===== config.mk =====
export PLATFORM = sky130hd
export DESIGN_NAME = bounce_easing_curve
export DESIGN_NICKNAME = d
export VERILOG_FILES = /design/src/rtl/bec_pkg.sv /design/src/rtl/bec_divider.sv /design/src/rtl/bec_curve.sv /design/src/rtl/bounce_easing_curve.sv
export VERILOG_INCLUDE_DIRS = /design/src /design/src/rtl
export SDC_FILE = /design/constraint.sdc
export NUM_CORES = 2
export LEC_CHECK = 0
export ABC_AREA = 1
export BUFFER_PORTS_ARGS = -buffer_cell sky130_fd_sc_hd__buf_2
export CELL_PAD_IN_SITES_DETAIL_PLACEMENT = 1
export CELL_PAD_IN_SITES_GLOBAL_PLACEMENT = 1
export CORE_MARGIN = 4
export CORE_UTILIZATION = 38
export DETAILED_ROUTE_END_ITERATION = 7
export GPL_ROUTABILITY_DRIVEN = 0
export GPL_TIMING_DRIVEN = 0
export PLACE_DENSITY = 0.68
export SLEW_MARGIN = 15
export SYNTH_ARGS = -nofsm -noshare
export SYNTH_HDL_FRONTEND = slang
export SYNTH_HIERARCHICAL = 1
export SYNTH_SLANG_ARGS = --single-unit

===== constraint.sdc =====
create_clock -name clk -period 13.2 [get_ports clk]
set_clock_uncertainty 0.2 [all_clocks]
set_input_delay 1.32 -clock clk [delete_from_list [all_inputs] [get_ports clk]]
set_output_delay 1.32 -clock clk [all_outputs]
set_load 0.05 [all_outputs]

===== src/rtl/bounce_easing_curve_assert.svh =====
// Assertion macros used by the bounce easing top level.
// Each macro expands to one labeled concurrent assertion that is disabled while reset is active.
`ifndef BOUNCE_EASING_CURVE_ASSERT_SVH
`define BOUNCE_EASING_CURVE_ASSERT_SVH

// The consequent must hold in the same cycle as the antecedent.
`define BEC_ASSERT_IMP(name, clk_sig, rst_sig, ante, cons) \
    name: assert property (@(posedge clk_sig) disable iff (!rst_sig) (ante) |-> (cons)) \
        else $error("bounce easing assertion failed");

// The consequent must hold in the cycle after the antecedent.
`define BEC_ASSERT_NEXT(name, clk_sig, rst_sig, ante, cons) \
    name: assert property (@(posedge clk_sig) disable iff (!rst_sig) (ante) |=> (cons)) \
        else $error("bounce easing assertion failed");

`endif


===== src/rtl/bec_pkg.sv =====
`timescale 1ns / 1ps
package bec_pkg;

    localparam int DEF_TIME_BITS  = 16;
    localparam int DEF_VALUE_BITS = 16;
    localparam int DEF_FRAC_BITS  = 16;

    localparam int APB_ADDR_BITS = 4;
    localparam int APB_DATA_BITS = 32;

    typedef enum logic [1:0] {
        REG_EASE_MODE    = 2'd0,
        REG_START_VALUE  = 2'd1,
        REG_CHANGE_VALUE = 2'd2,
        REG_DURATION     = 2'd3
    } reg_index_t;

    localparam logic [1:0] MODE_OUT    = 2'd0;
    localparam logic [1:0] MODE_IN     = 2'd1;
    localparam logic [1:0] MODE_IN_OUT = 2'd2;

    // How the bounce-out value is folded into the final curve.
    typedef enum logic [1:0] {
        KIND_OUT_FULL = 2'd0,
        KIND_IN_FULL  = 2'd1,
        KIND_IN_HALF  = 2'd2,
        KIND_OUT_HALF = 2'd3
    } curve_kind_t;

    // Parabola center of each segment, in units of 1/22.
    function automatic logic [4:0] bec_seg_k(input logic [1:0] seg);
        logic [4:0] k;
        case (seg)
            2'd0:    k = 5'd0;
            2'd1:    k = 5'd12;
            2'd2:    k = 5'd18;
            default: k = 5'd21;
        endcase
        return k;
    endfunction

    // Height offset of each segment, in units of 1/64.
    function automatic logic [5:0] bec_seg_offset(input logic [1:0] seg);
        logic [5:0] off;
        case (seg)
            2'd0:    off = 6'd0;
            2'd1:    off = 6'd48;
            2'd2:    off = 6'd60;
            default: off = 6'd63;
        endcase
        return off;
    endfunction

endpackage


===== src/rtl/bec_divider.sv =====
`timescale 1ns / 1ps
module bec_divider #(
    parameter int TIME_BITS = bec_pkg::DEF_TIME_BITS,
    parameter int FRAC_BITS = bec_pkg::DEF_FRAC_BITS
) (
    input  logic                 clk,
    input  logic                 rst_n,
    input  logic                 in_valid,
    output logic                 in_ready,
    input  logic [TIME_BITS-1:0] elapsed,
    input  logic [TIME_BITS-1:0] duration,
    output logic                 out_valid,
    input  logic                 out_ready,
    output logic [FRAC_BITS:0]   progress
);
    import bec_pkg::*;

    localparam int STAGES = FRAC_BITS + 1;
    localparam int RW     = TIME_BITS + 1;
    localparam logic [FRAC_BITS:0] ONE = (FRAC_BITS + 1)'(1) << FRAC_BITS;

    logic [STAGES-1:0]    vld_reg;
    logic [STAGES:0]      rdy;
    logic [RW-1:0]        rem_reg  [STAGES];
    logic [RW-1:0]        rem_next [STAGES];
    logic [FRAC_BITS-1:0] quo_reg  [STAGES];
    logic [FRAC_BITS-1:0] quo_next [STAGES];
    logic                 full_reg  [STAGES];
    logic                 full_next [STAGES];
    logic [RW-1:0]        dur_ext;

    assign dur_ext     = {1'b0, duration};
    assign rdy[STAGES] = out_ready;
    assign in_ready    = rdy[0];
    assign out_valid   = vld_reg[STAGES-1];
    assign progress    = full_reg[STAGES-1] ? ONE : {1'b0, quo_reg[STAGES-1]};

    // Stage zero clamps the time; once elapsed reaches the duration the progress is one.
    always_comb
    begin
        full_next[0] = (duration == '0) || (elapsed >= duration);
        rem_next[0]  = full_next[0] ? '0 : {1'b0, elapsed};
        quo_next[0]  = '0;
    end

    genvar s;
    generate
        for (s = 0; s < STAGES; s++)
        begin : g_stage
            assign rdy[s] = ~vld_reg[s] | rdy[s+1];

            if (s > 0)
            begin : g_step
                logic [RW-1:0] trial;
                logic          take;
                always_comb
                begin
                    trial       = {rem_reg[s-1][RW-2:0], 1'b0};
                    take        = (trial >= dur_ext);
                    rem_next[s] = take ? (trial - dur_ext) : trial;
                    quo_next[s] = {quo_reg[s-1][FRAC_BITS-2:0], take};
                    full_next[s] = full_reg[s-1];
                end
            end

            always_ff @(posedge clk or negedge rst_n)
            begin
                if (!rst_n)
                begin
                    vld_reg[s] <= 1'b0;
                end
                else if (rdy[s])
                begin
                    vld_reg[s] <= (s == 0) ? in_valid : vld_reg[(s == 0) ? 0 : s-1];
                end
            end

            always_ff @(posedge clk)
            begin
                if (rdy[s])
                begin
                    rem_reg[s]  <= rem_next[s];
                    quo_reg[s]  <= quo_next[s];
                    full_reg[s] <= full_next[s];
                end
            end
        end
    endgenerate

endmodule


===== src/rtl/bec_curve.sv =====
`timescale 1ns / 1ps
module bec_curve #(
    parameter int FRAC_BITS = bec_pkg::DEF_FRAC_BITS
) (
    input  logic                 clk,
    input  logic                 rst_n,
    input  logic                 in_valid,
    output logic                 in_ready,
    input  logic [FRAC_BITS:0]   progress,
    input  logic [1:0]           ease_mode,
    output logic                 out_valid,
    input  logic                 out_ready,
    output logic [FRAC_BITS+1:0] curve
);
    import bec_pkg::*;

    localparam int XW = FRAC_BITS + 1;
    localparam int MW = FRAC_BITS + 5;
    localparam int UW = FRAC_BITS + 6;
    localparam int AW = FRAC_BITS + 4;
    localparam int SW = 2 * AW;
    localparam int GW = FRAC_BITS + 2;
    localparam logic [XW-1:0] HALF  = XW'(1) << (FRAC_BITS - 1);
    localparam logic [GW-1:0] ONE_G = GW'(1) << FRAC_BITS;
    localparam logic [GW-1:0] TWO_G = GW'(1) << (FRAC_BITS + 1);
    localparam logic [MW-1:0] ONE_M = MW'(1) << FRAC_BITS;
    localparam logic [SW-1:0] RND   = SW'(32) << FRAC_BITS;

    logic [3:0] vld_reg;
    logic [4:0] rdy;

    logic [XW-1:0] x_reg, x_next;
    curve_kind_t   kind1_reg, kind1_next;
    logic [AW-1:0] au_reg, au_next;
    logic [1:0]    seg2_reg, seg2_next;
    curve_kind_t   kind2_reg;
    logic [SW-1:0] sq_reg;
    logic [1:0]    seg3_reg;
    curve_kind_t   kind3_reg;
    logic [GW-1:0] g_reg, g_next;

    assign rdy[4]    = out_ready;
    assign in_ready  = rdy[0];
    assign out_valid = vld_reg[3];
    assign curve     = g_reg;

    genvar s;
    generate
        for (s = 0; s < 4; s++)
        begin : g_vld
            assign rdy[s] = ~vld_reg[s] | rdy[s+1];
            always_ff @(posedge clk or negedge rst_n)
            begin
                if (!rst_n)
                begin
                    vld_reg[s] <= 1'b0;
                end
                else if (rdy[s])
                begin
                    vld_reg[s] <= (s == 0) ? in_valid : vld_reg[(s == 0) ? 0 : s-1];
                end
            end
        end
    endgenerate

    // Stage one: the argument of the bounce-out parabola and how to fold it.
    always_comb
    begin
        logic [GW-1:0] two_p;
        two_p = {progress, 1'b0};
        case (ease_mode)
            MODE_OUT:
            begin
                x_next     = progress;
                kind1_next = KIND_OUT_FULL;
            end
            MODE_IN:
            begin
                x_next     = ONE_G[XW-1:0] - progress;
                kind1_next = KIND_IN_FULL;
            end
            default:
            begin
                if (progress < HALF)
                begin
                    x_next     = XW'(ONE_G - two_p);
                    kind1_next = KIND_IN_HALF;
                end
                else
                begin
                    x_next     = XW'(two_p - ONE_G);
                    kind1_next = KIND_OUT_HALF;
                end
            end
        endcase
    end

    // Stage two: pick the segment from 11x and form |22x - K|.
    always_comb
    begin
        logic [MW-1:0]        x11;
        logic signed [UW-1:0] u;
        x11 = (MW'(x_reg) << 3) + (MW'(x_reg) << 1) + MW'(x_reg);
        if (x11 < (ONE_M << 2))
        begin
            seg2_next = 2'd0;
        end
        else if (x11 < (ONE_M << 3))
        begin
            seg2_next = 2'd1;
        end
        else if (x11 < ((ONE_M << 3) + (ONE_M << 1)))
        begin
            seg2_next = 2'd2;
        end
        else
        begin
            seg2_next = 2'd3;
        end
        u       = $signed({x11, 1'b0}) - $signed(UW'(bec_seg_k(seg2_next)) << FRAC_BITS);
        au_next = AW'((u < 0) ? -u : u);
    end

    // Stage four: round the square, add the segment height, fold by mode.
    always_comb
    begin
        logic [SW-1:0] sq_rnd;
        logic [GW-1:0] bo;
        sq_rnd = sq_reg + RND;
        bo     = sq_rnd[SW-1:FRAC_BITS+6]
                 + (GW'(bec_seg_offset(seg3_reg)) << (FRAC_BITS - 6));
        case (kind3_reg)
            KIND_OUT_FULL: g_next = {bo[GW-2:0], 1'b0};
            KIND_IN_FULL:  g_next = TWO_G - {bo[GW-2:0], 1'b0};
            KIND_IN_HALF:  g_next = ONE_G - bo;
            KIND_OUT_HALF: g_next = ONE_G + bo;
            default:       g_next = '0;
        endcase
    end

    always_ff @(posedge clk)
    begin
        if (rdy[0])
        begin
            x_reg     <= x_next;
            kind1_reg <= kind1_next;
        end
        if (rdy[1])
        begin
            au_reg    <= au_next;
            seg2_reg  <= seg2_next;
            kind2_reg <= kind1_reg;
        end
        if (rdy[2])
        begin
            sq_reg    <= au_reg * au_reg;
            seg3_reg  <= seg2_reg;
            kind3_reg <= kind2_reg;
        end
        if (rdy[3])
        begin
            g_reg <= g_next;
        end
    end

endmodule


===== src/rtl/bounce_easing_curve.sv =====
// Bounce easing curve: one eased value for every elapsed-time item.
// The pipeline holds FRAC_BITS + 1 divider stages, four curve stages, one multiply stage and
// one rounding stage that is the output register.
// Throughput is one item per clock; every stage holds its item under back-pressure.
// rst_n is asynchronous and active low; it empties the pipeline and sets the registers
// to ease out, start 0, change 0, duration 1.
`timescale 1ns / 1ps
module bounce_easing_curve #(
    parameter int TIME_BITS  = bec_pkg::DEF_TIME_BITS,
    parameter int VALUE_BITS = bec_pkg::DEF_VALUE_BITS,
    parameter int FRAC_BITS  = bec_pkg::DEF_FRAC_BITS
) (
    input  logic                              clk,
    input  logic                              rst_n,
    input  logic                              psel,
    input  logic                              penable,
    input  logic                              pwrite,
    input  logic [bec_pkg::APB_ADDR_BITS-1:0] paddr,
    input  logic [bec_pkg::APB_DATA_BITS-1:0] pwdata,
    output logic [bec_pkg::APB_DATA_BITS-1:0] prdata,
    output logic                              pready,
    input  logic                              in_valid,
    output logic                              in_ready,
    input  logic [TIME_BITS-1:0]              elapsed,
    output logic                              out_valid,
    input  logic                              out_ready,
    output logic signed [VALUE_BITS:0]        eased_value
);
    import bec_pkg::*;

    `include "bounce_easing_curve_assert.svh"

    localparam int GW = FRAC_BITS + 2;
    localparam int PW = VALUE_BITS + FRAC_BITS + 3;
    localparam int QW = VALUE_BITS + 2;
    localparam logic [GW-1:0] CURVE_MAX = GW'(1) << (FRAC_BITS + 1);
    localparam logic signed [PW-1:0] HALF_LSB = PW'(1) << FRAC_BITS;

    // Configuration registers. The host must write them only while the pipeline is empty;
    // the block itself does not enforce this, and the stages that use them read them directly.
    logic [1:0]                   ease_mode_reg;
    logic signed [VALUE_BITS-1:0] start_value_reg;
    logic signed [VALUE_BITS-1:0] change_value_reg;
    logic [TIME_BITS-1:0]         duration_reg;
    logic                         wr_en;
    reg_index_t                   reg_sel;

    assign pready  = 1'b1;
    assign wr_en   = psel & penable & pwrite & pready;
    assign reg_sel = reg_index_t'(paddr[3:2]);

    always_ff @(posedge clk or negedge rst_n)
    begin
        if (!rst_n)
        begin
            ease_mode_reg    <= MODE_OUT;
            start_value_reg  <= '0;
            change_value_reg <= '0;
            duration_reg     <= TIME_BITS'(1);
        end
        else if (wr_en)
        begin
            case (reg_sel)
                REG_EASE_MODE:    ease_mode_reg    <= pwdata[1:0];
                REG_START_VALUE:  start_value_reg  <= pwdata[VALUE_BITS-1:0];
                REG_CHANGE_VALUE: change_value_reg <= pwdata[VALUE_BITS-1:0];
                REG_DURATION:     duration_reg     <= pwdata[TIME_BITS-1:0];
                default:          ;
            endcase
        end
    end

    // Reads return the register value; the signed ones come back sign-extended.
    always_comb
    begin
        case (reg_sel)
            REG_EASE_MODE:    prdata = APB_DATA_BITS'(ease_mode_reg);
            REG_START_VALUE:  prdata = APB_DATA_BITS'(start_value_reg);
            REG_CHANGE_VALUE: prdata = APB_DATA_BITS'(change_value_reg);
            REG_DURATION:     prdata = APB_DATA_BITS'(duration_reg);
            default:          prdata = '0;
        endcase
    end

    // Progress p = floor(min(elapsed, duration) * 2^FRAC_BITS / duration),
    // one quotient bit per stage.
    logic               div_valid;
    logic               div_ready;
    logic [FRAC_BITS:0] progress;

    bec_divider #(
        .TIME_BITS (TIME_BITS),
        .FRAC_BITS (FRAC_BITS)
    ) u_divider (
        .clk       (clk),
        .rst_n     (rst_n),
        .in_valid  (in_valid),
        .in_ready  (in_ready),
        .elapsed   (elapsed),
        .duration  (duration_reg),
        .out_valid (div_valid),
        .out_ready (div_ready),
        .progress  (progress)
    );

    // Bounce curve in Q1.(FRAC_BITS+1), with the mode folding applied.
    logic          curve_valid;
    logic          curve_ready;
    logic [GW-1:0] curve;

    bec_curve #(
        .FRAC_BITS (FRAC_BITS)
    ) u_curve (
        .clk       (clk),
        .rst_n     (rst_n),
        .in_valid  (div_valid),
        .in_ready  (div_ready),
        .progress  (progress),
        .ease_mode (ease_mode_reg),
        .out_valid (curve_valid),
        .out_ready (curve_ready),
        .curve     (curve)
    );

    // Final two stages: change times curve, then round to nearest (ties up) and add start.
    logic [1:0]            fvld_reg;
    logic [2:0]            frdy;
    logic signed [PW-1:0]  prod_reg, prod_next;
    logic [VALUE_BITS:0]   res_reg, res_next;

    assign frdy[2]     = out_ready;
    assign frdy[1]     = ~fvld_reg[1] | frdy[2];
    assign frdy[0]     = ~fvld_reg[0] | frdy[1];
    assign curve_ready = frdy[0];
    assign out_valid   = fvld_reg[1];
    assign eased_value = res_reg;

    assign prod_next = change_value_reg * $signed({1'b0, curve});

    always_comb
    begin
        logic signed [PW-1:0] sum;
        logic signed [QW-1:0] q;
        logic signed [QW-1:0] res;
        sum      = prod_reg + HALF_LSB;
        q        = sum[PW-1:FRAC_BITS+1];
        res      = q + QW'(start_value_reg);
        res_next = res[VALUE_BITS:0];
    end

    always_ff @(posedge clk or negedge rst_n)
    begin
        if (!rst_n)
        begin
            fvld_reg <= '0;
        end
        else
        begin
            if (frdy[0])
            begin
                fvld_reg[0] <= curve_valid;
            end
            if (frdy[1])
            begin
                fvld_reg[1] <= fvld_reg[0];
            end
        end
    end

    always_ff @(posedge clk)
    begin
        if (frdy[0])
        begin
            prod_reg <= prod_next;
        end
        if (frdy[1])
        begin
            res_reg <= res_next;
        end
    end

    // The input side can only stall when every stage is full and the result is not taken.
    `BEC_ASSERT_IMP(a_backpressure, clk, rst_n, !in_ready, out_valid && !out_ready)
    // The folded curve never exceeds one in Q1.(FRAC_BITS+1).
    `BEC_ASSERT_IMP(a_curve_range, clk, rst_n, curve_valid, curve <= CURVE_MAX)
    // A curve item that the final stages refuse stays in the curve unit.
    `BEC_ASSERT_NEXT(a_curve_held, clk, rst_n, curve_valid && !curve_ready, curve_valid)
    // A write to the mode register lands in the next cycle.
    `BEC_ASSERT_NEXT(a_mode_write, clk, rst_n, wr_en && (reg_sel == REG_EASE_MODE),
                     ease_mode_reg == $past(pwdata[1:0]))

endmodule

Word-level counts from Yosys, hierarchy flattened
Memory sizes are Yosys's and may differ from the RTL's.
Index checks and enable logic that the tools add are counted.
{"block": "word_totals", "regBits": 229, "latchBits": 0, "mem_bits_rw": 578, "rom_bits": 0, "inputBits": 59, "out_inout_bits": 52, "elab_cells": 229, "n_memories": 3}
{"memory": "u_divider.rem_reg", "words": 17, "word_bits": 17, "read_ports": 16, "rd_clocked_by_memory_dff": 0, "wr": 17, "line": "bec_divider.sv:24", "rtl": "logic [RW-1:0] rem_reg [STAGES];"}
{"memory": "u_divider.quo_reg", "words": 17, "word_bits": 16, "read_ports": 17, "rd_clocked_by_memory_dff": 0, "wr": 17, "line": "bec_divider.sv:26", "rtl": "logic [FRAC_BITS-1:0] quo_reg [STAGES];"}
{"memory": "u_divider.full_reg", "words": 17, "word_bits": 1, "read_ports": 17, "rd_clocked_by_memory_dff": 0, "wr": 17, "line": "bec_divider.sv:28", "rtl": "logic full_reg [STAGES];"}
{"block": "classes", "addsub": 30, "mul": 2, "div": 0, "magnitude_cmp": 22, "eq_ne": 11, "n_shift": 0, "muxes": 64, "n_bitwise": 48, "reduce_logical": 11}
{"op": "two-way mux 17 bit", "count": 18}
{"op": ">= comparator 17 x 16 -> 1 bit", "count": 16}
{"op": "subtractor 17 x 16 -> 17 bit", "count": 16}
{"op": "one-hot mux 32 bit (4 select lines)", "count": 1}
{"op": "one-hot mux 18 bit (4 select lines)", "count": 1}
{"op": "less-than comparator 21 x 20 -> 1 bit, second input constant", "count": 2}
{"op": "adder 40 x 22 -> 40 bit, second input constant", "count": 1}
{"op": "multiplier 20 x 20 -> 40 bit", "count": 1}
{"op": "two-way mux 1 bit", "count": 36}
{"op": "adder 34 x 18 -> 34 bit, second input constant", "count": 1}
{"op": "multiplier 16 x 19 -> 34 bit", "count": 1}
{"op": "one-hot mux 17 bit (2 select lines)", "count": 1}
{"op": "subtractor 17 bit, first input constant", "count": 2}
{"op": "inverter 1 bit", "count": 23}
{"op": "OR 1 bit", "count": 23}
{"op": "less-than comparator 22 x 1 -> 1 bit, second input constant", "count": 1}
{"op": "subtractor 22 bit", "count": 1}
{"op": "adder 20 x 18 -> 21 bit", "count": 1}
{"op": "adder 21 x 17 -> 21 bit", "count": 1}
{"op": "less-than comparator 21 x 19 -> 1 bit, second input constant", "count": 1}
{"op": "two-way mux 20 bit", "count": 1}
{"op": "negator 20 bit", "count": 1}
{"op": "adder 17 x 18 -> 18 bit, first input constant", "count": 1}
{"op": "adder 18 x 16 -> 18 bit", "count": 1}
{"op": "18 further kinds", "count": 36}

Longest topological paths before layout
{"block": "logic_depth", "ltp_word": 26, "ltp_mapped": 31, "ltp_nobuf": 30}

Cells and area by module
The synthesis kept the hierarchy.
{"mod": "bec_divider", "instances": 1, "cells_per_inst": 2899, "area_each_um2": 28872.7, "seq_area_each_um2": 12707.2}
{"mod": "bec_curve", "instances": 1, "cells_per_inst": 2272, "area_each_um2": 17951.0, "seq_area_each_um2": 2592.5}
{"mod": "bounce_easing_curve", "instances": 1, "cells_per_inst": 1885, "area_each_um2": 14704.1, "seq_area_each_um2": 2353.5}

Worst setup path after synthesis
No wires, ideal clock.
{"block": "synth_timing", "path_kind": "input port to output port", "start": "input port out_ready", "end": "output port in_ready", "arrival_ns": 7.686, "required_ns": 11.680, "setup_slack_ns": 3.994, "stages": 18, "n_path_buf": 0, "cell_sequence": "inv_1 -> nand3_1 -> nor2_1 -> inv_1 -> nor2_1 -> inv_1 -> nor2_1 -> nand2_1 -> inv_1 -> nand3_2 -> nor2_2 -> nand4_2 -> nor2_4 -> nand4_2 -> nor2_2 -> nand4_2 -> nor2_2 -> nand3_1"}
{"block": "synth_via", "elab_chain_cells": 23}
{"element": "from (decl)", "line": "bounce_easing_curve.sv:26", "rtl": "input logic out_ready,"}
{"element": "OR 1 bit", "line": "bounce_easing_curve.sv:132", "rtl": "assign frdy[1] = ~fvld_reg[1] | frdy[2];"}
{"element": "OR 1 bit", "line": "bounce_easing_curve.sv:133", "rtl": "assign frdy[0] = ~fvld_reg[0] | frdy[1];"}
{"element": "named net curve_ready", "line": "bounce_easing_curve.sv:108", "rtl": "logic curve_ready;"}
{"element": "OR 1 bit", "line": "bec_curve.sv:51", "rtl": "assign rdy[s] = ~vld_reg[s] | rdy[s+1];"}
{"element": "named net u_curve.rdy[3]", "line": "bec_curve.sv:30", "rtl": "logic [4:0] rdy;"}
{"element": "OR 1 bit", "line": "bec_curve.sv:51"}
{"element": "named net u_curve.rdy[2]", "line": "bec_curve.sv:30"}
{"element": "OR 1 bit (2 in a row)", "line": "bec_curve.sv:51"}
{"element": "named net div_ready", "line": "bounce_easing_curve.sv:88", "rtl": "logic div_ready;"}
{"element": "[... 2 more ...]"}
{"element": "named net u_divider.rdy[15]", "line": "bec_divider.sv:23", "rtl": "logic [STAGES:0] rdy;"}
{"element": "OR 1 bit (4 in a row)", "line": "bec_divider.sv:50", "rtl": "assign rdy[s] = ~vld_reg[s] | rdy[s+1];"}
{"element": "named net u_divider.rdy[11]", "line": "bec_divider.sv:23"}
{"element": "OR 1 bit (4 in a row)", "line": "bec_divider.sv:50"}
{"element": "named net u_divider.rdy[7]", "line": "bec_divider.sv:23"}
{"element": "OR 1 bit (4 in a row)", "line": "bec_divider.sv:50"}
{"element": "named net u_divider.rdy[3]", "line": "bec_divider.sv:23"}
{"element": "OR 1 bit (3 in a row)", "line": "bec_divider.sv:50"}
{"element": "to (decl)", "line": "bounce_easing_curve.sv:23", "rtl": "output logic in_ready,"}
The timed path passes the listed nets, and every way through them passes these cells.

Worst setup path in the final report
Same ends and word-level chain as after synthesis.

==> results by group <==
Setup path
  • Top delay family on crit path: simple AND/OR/NAND/NOR gates
  • CP cell instances: buf_2 -> inv_1 -> nand3_2 -> nor2_1 -> inv_1 -> nor2_1 -> inv_1 -> nor2_1 -> nand2_1 -> inv_1 -> nand3_2 -> nor2_2 -> nand4_2 -> nor2_4 -> nand4_2 -> nor2_2 -> nand4_2 -> nor2_2 -> nand3_1 -> buf_2
  • Critical path fanouts, max: 34
  • Most frequent CP cell: inv_1
  • Worst Path Buf+Inv: 6
  • Critical path endpoint category: output pin
  • Max incr delay on CP: 0.91 ns
  • Crit path kind: input pin to output pin
  • Worst setup SP type: input pin
  • Slowest CP cell: nand3_2
  • Req. time, crit path: 11.68 ns
  • Worst Path Arrival: 10.61 ns

Finish
  • Fillers: 19160
  • Number of nets in the layout: roughly 8400
  • Max FFs per register: between 200 and 300
  • Layout Area Growth over Synthesis: 9.497%
  • N_diodes: 0
  • Share of layout cells above drive strength 1: 11.07%

Synthesis
  • Cell accounting for the most synthesized area: edfxtp_1
  • Top-count cell post-synth: nand2_1
  • Sequential-to-total area share from yosys stat: 28.69%
  • Syn_area_per_cell: 8.720 µm²
  • Cells after synthesis: 7056
  • Yosys cell types: 65
  • Post-synth EDFFs: 527
  • Warnings from Yosys: 6
  • Most frequent cells after synthesis: nand2_1, inv_1, ha_1
  • Area of the mapped netlist: 61530 µm²
  • Leading register cell type out of synthesis: edfxtp_1
  • Area contributors post-synth: edfxtp_1, fa_1, ha_1, nand2_1, inv_1
  • Post-synth net total: 8208
  • Yosys reg bits: 600
  • Yosys top cell area share: about a quarter
  • Fraction of registers with async set/reset: 12.17%

Global route
  • Antenna violations before repair: 1
  • Vias in the first global route: 52960
  • Largest net degree at the start of global routing: 42
  • GRT overflow: 0
  • Grt peak-use layer: met2
  • First-pass GRT wire length: 298.4 mm
  • GRT Total Usage: 22.47%
  • GR Util met3: under 10%
  • GR Util met2: 40.02%
  • Grt met1 use: 28.92%

Die
  • Row count: ~150
  • Starting Density: 38.28%
  • DIE HEIGHT: slightly above 400 µm
  • Die Width: 410.4 µm
  • Placeable Area: between 150000 and 200000 µm²
  • Num ports: 111
  • Die ar.: 168400 µm²

Clock tree
  • Worst-path clk slew: 0.06 ns
  • Maximum root-to-sink buffer count: 3
  • CTS sink count: 600
  • Clock root buffer: clkbuf_16
  • CTS resizes: 0
  • Worst-Skew Late Latency: 0.67 ns
  • Post-CTS Setup Inserts: 0
  • CTS Buf Count: 72
  • Hold Buf Count CTS: 0
  • CTS H-tree lvls: 3
  • TritonCTS clock tree: done

Run status
  • Status: finished, final reports clean

Routing
  • 1st-pass router iterations: 7
  • Drt wl/cell: 19.93 µm
  • Vias per cell: around 5
  • Antenna-violating nets left: 0
  • DRC violations left: 0
  • Total Wirelength: between 150 and 200 mm
  • 1st-iter DRT viols: 2411
  • DR vias: around 48000

STA
  • Max Slew Vio Count: 0
  • Rel. slew slack: 19.58%
  • Setup violation total in the final timing report: 0
  • Setup TNS: 0 ns
  • Min Hold Slack: 0.2045 ns
  • RSZ-0062 raised after global routing: no
  • Min cycle time layout: 12.13 ns
  • Final hold violations: 0
  • Fin crit share: 91.89%
  • Max Clk Rate: 82.44 MHz
  • Worst-Margin Slew: ~1.2 ns

Placement
  • Hpwl dp: 153.5 mm
  • Port bufs: 91

Run
  • Max_cap viols: 0

Worst hold path
  • HP Class: register to register
## worst paths after layout
check / from / end / slack [ns] / depth (start not counted)
min reg2reg: u_divider/quo_reg[11][1] / u_divider/quo_reg[12][2] / 0.20 / 0
max in group asynchronous: rst_n / u_curve/vld_reg[2] / 11.64 / 2
min in group asynchronous: rst_n / change_value_reg[1] / 0.47 / 1
max: out_ready / in_ready / 1.07 / 20
max reg2reg: fvld_reg[0] / u_divider/rem_reg[0][12] / 3.43 / 17
min: u_divider/quo_reg[11][1] / u_divider/quo_reg[12][2] / 0.20 / 0
## worst register-to-register path: cells and delay by family, from the launching register on
kind | cells | cell delay, ns
and+or+nand+nor | 14 | 7.60
buffers and inverters | 3 | 1.10
DFF | 1 | 0.41
## per-stage QoR
stage	cells	utilization, %	cell area, µm²	worst slack [ns]
floorplan	7056	-	61530	3.994
global placement	9307	40.24	64690	0.9124
detailed placement	9321	40.46	65030	0.4179
CTS	9450	41.91	67360	0.4193
global route	9450	41.91	67370	0.1689
finish	9450	41.91	67370	1.070
## cells in the final DEF (no fill, tap or decap), types with 51 or more instances in the layout
master | netlist | final
nand2_1 | 1630 | 1628
inv_1 | 1280 | 1265
ha_1 | 591 | 591
edfxtp_1 | 527 | 527
fa_1 | 502 | 502
nor2_1 | 408 | 408
a21oi_1 | 283 | 283
nand3_1 | 214 | 213
o21ai_0 | 183 | 183
o21ai_2 | 160 | 160
nand2_2 | 139 | 141
xnor2_1 | 139 | 139
xor2_1 | 135 | 135
buf_2 | 13 | 103
clkbuf_1 | 86 | 96
clkbuf_16 | 0 | 73
dfrtp_1 | 72 | 71
nand4_1 | 64 | 64
a21o_1 | 60 | 60
o21ai_1 | 51 | 51
## layer usage
metal	routed length (µm)	vias to the layer above
li1	-	22980
met1	82830	24300
met2	93500	832
met3	6922	255
met4	5114	0
met5	0	-
## cell families after synthesis
| kind of cell | count (synthesis) | synth area share [%] |
|---|---|---|
| AOI/OAI and AO/OA | 929 | 10.09 |
| and+or+nand+nor | 2647 | 18.62 |
| adders and majority gates | 1093 | 28.35 |
| DFF | 600 | 28.69 |
| xor gates and xnor gates | 275 | 3.927 |
| other | 1 | 0.006095 |
| buffers and inverters | 1498 | 10.08 |
| muxes | 13 | 0.2379 |
## cell type report
| cell class | instances | area (µm²) | share of cell area, % |
|---|---|---|---|
| buffer | 181 | 1204 | 1.787 |
| multi-input combinational | 4958 | 37690 | 55.94 |
| tap | 2160 | 2703 | 4.012 |
| clock buffer | 92 | 1978 | 2.936 |
| inverter | 1317 | 5001 | 7.423 |
| clock inverter | 37 | 352.8 | 0.5237 |
| timing repair buffer | 105 | 790.8 | 1.174 |
| sequential | 600 | 17650 | 26.20 |
Power is left out: the tool's default activity adds up to more than one toggle a clock period on the data nets, which glitch-free logic cannot reach.
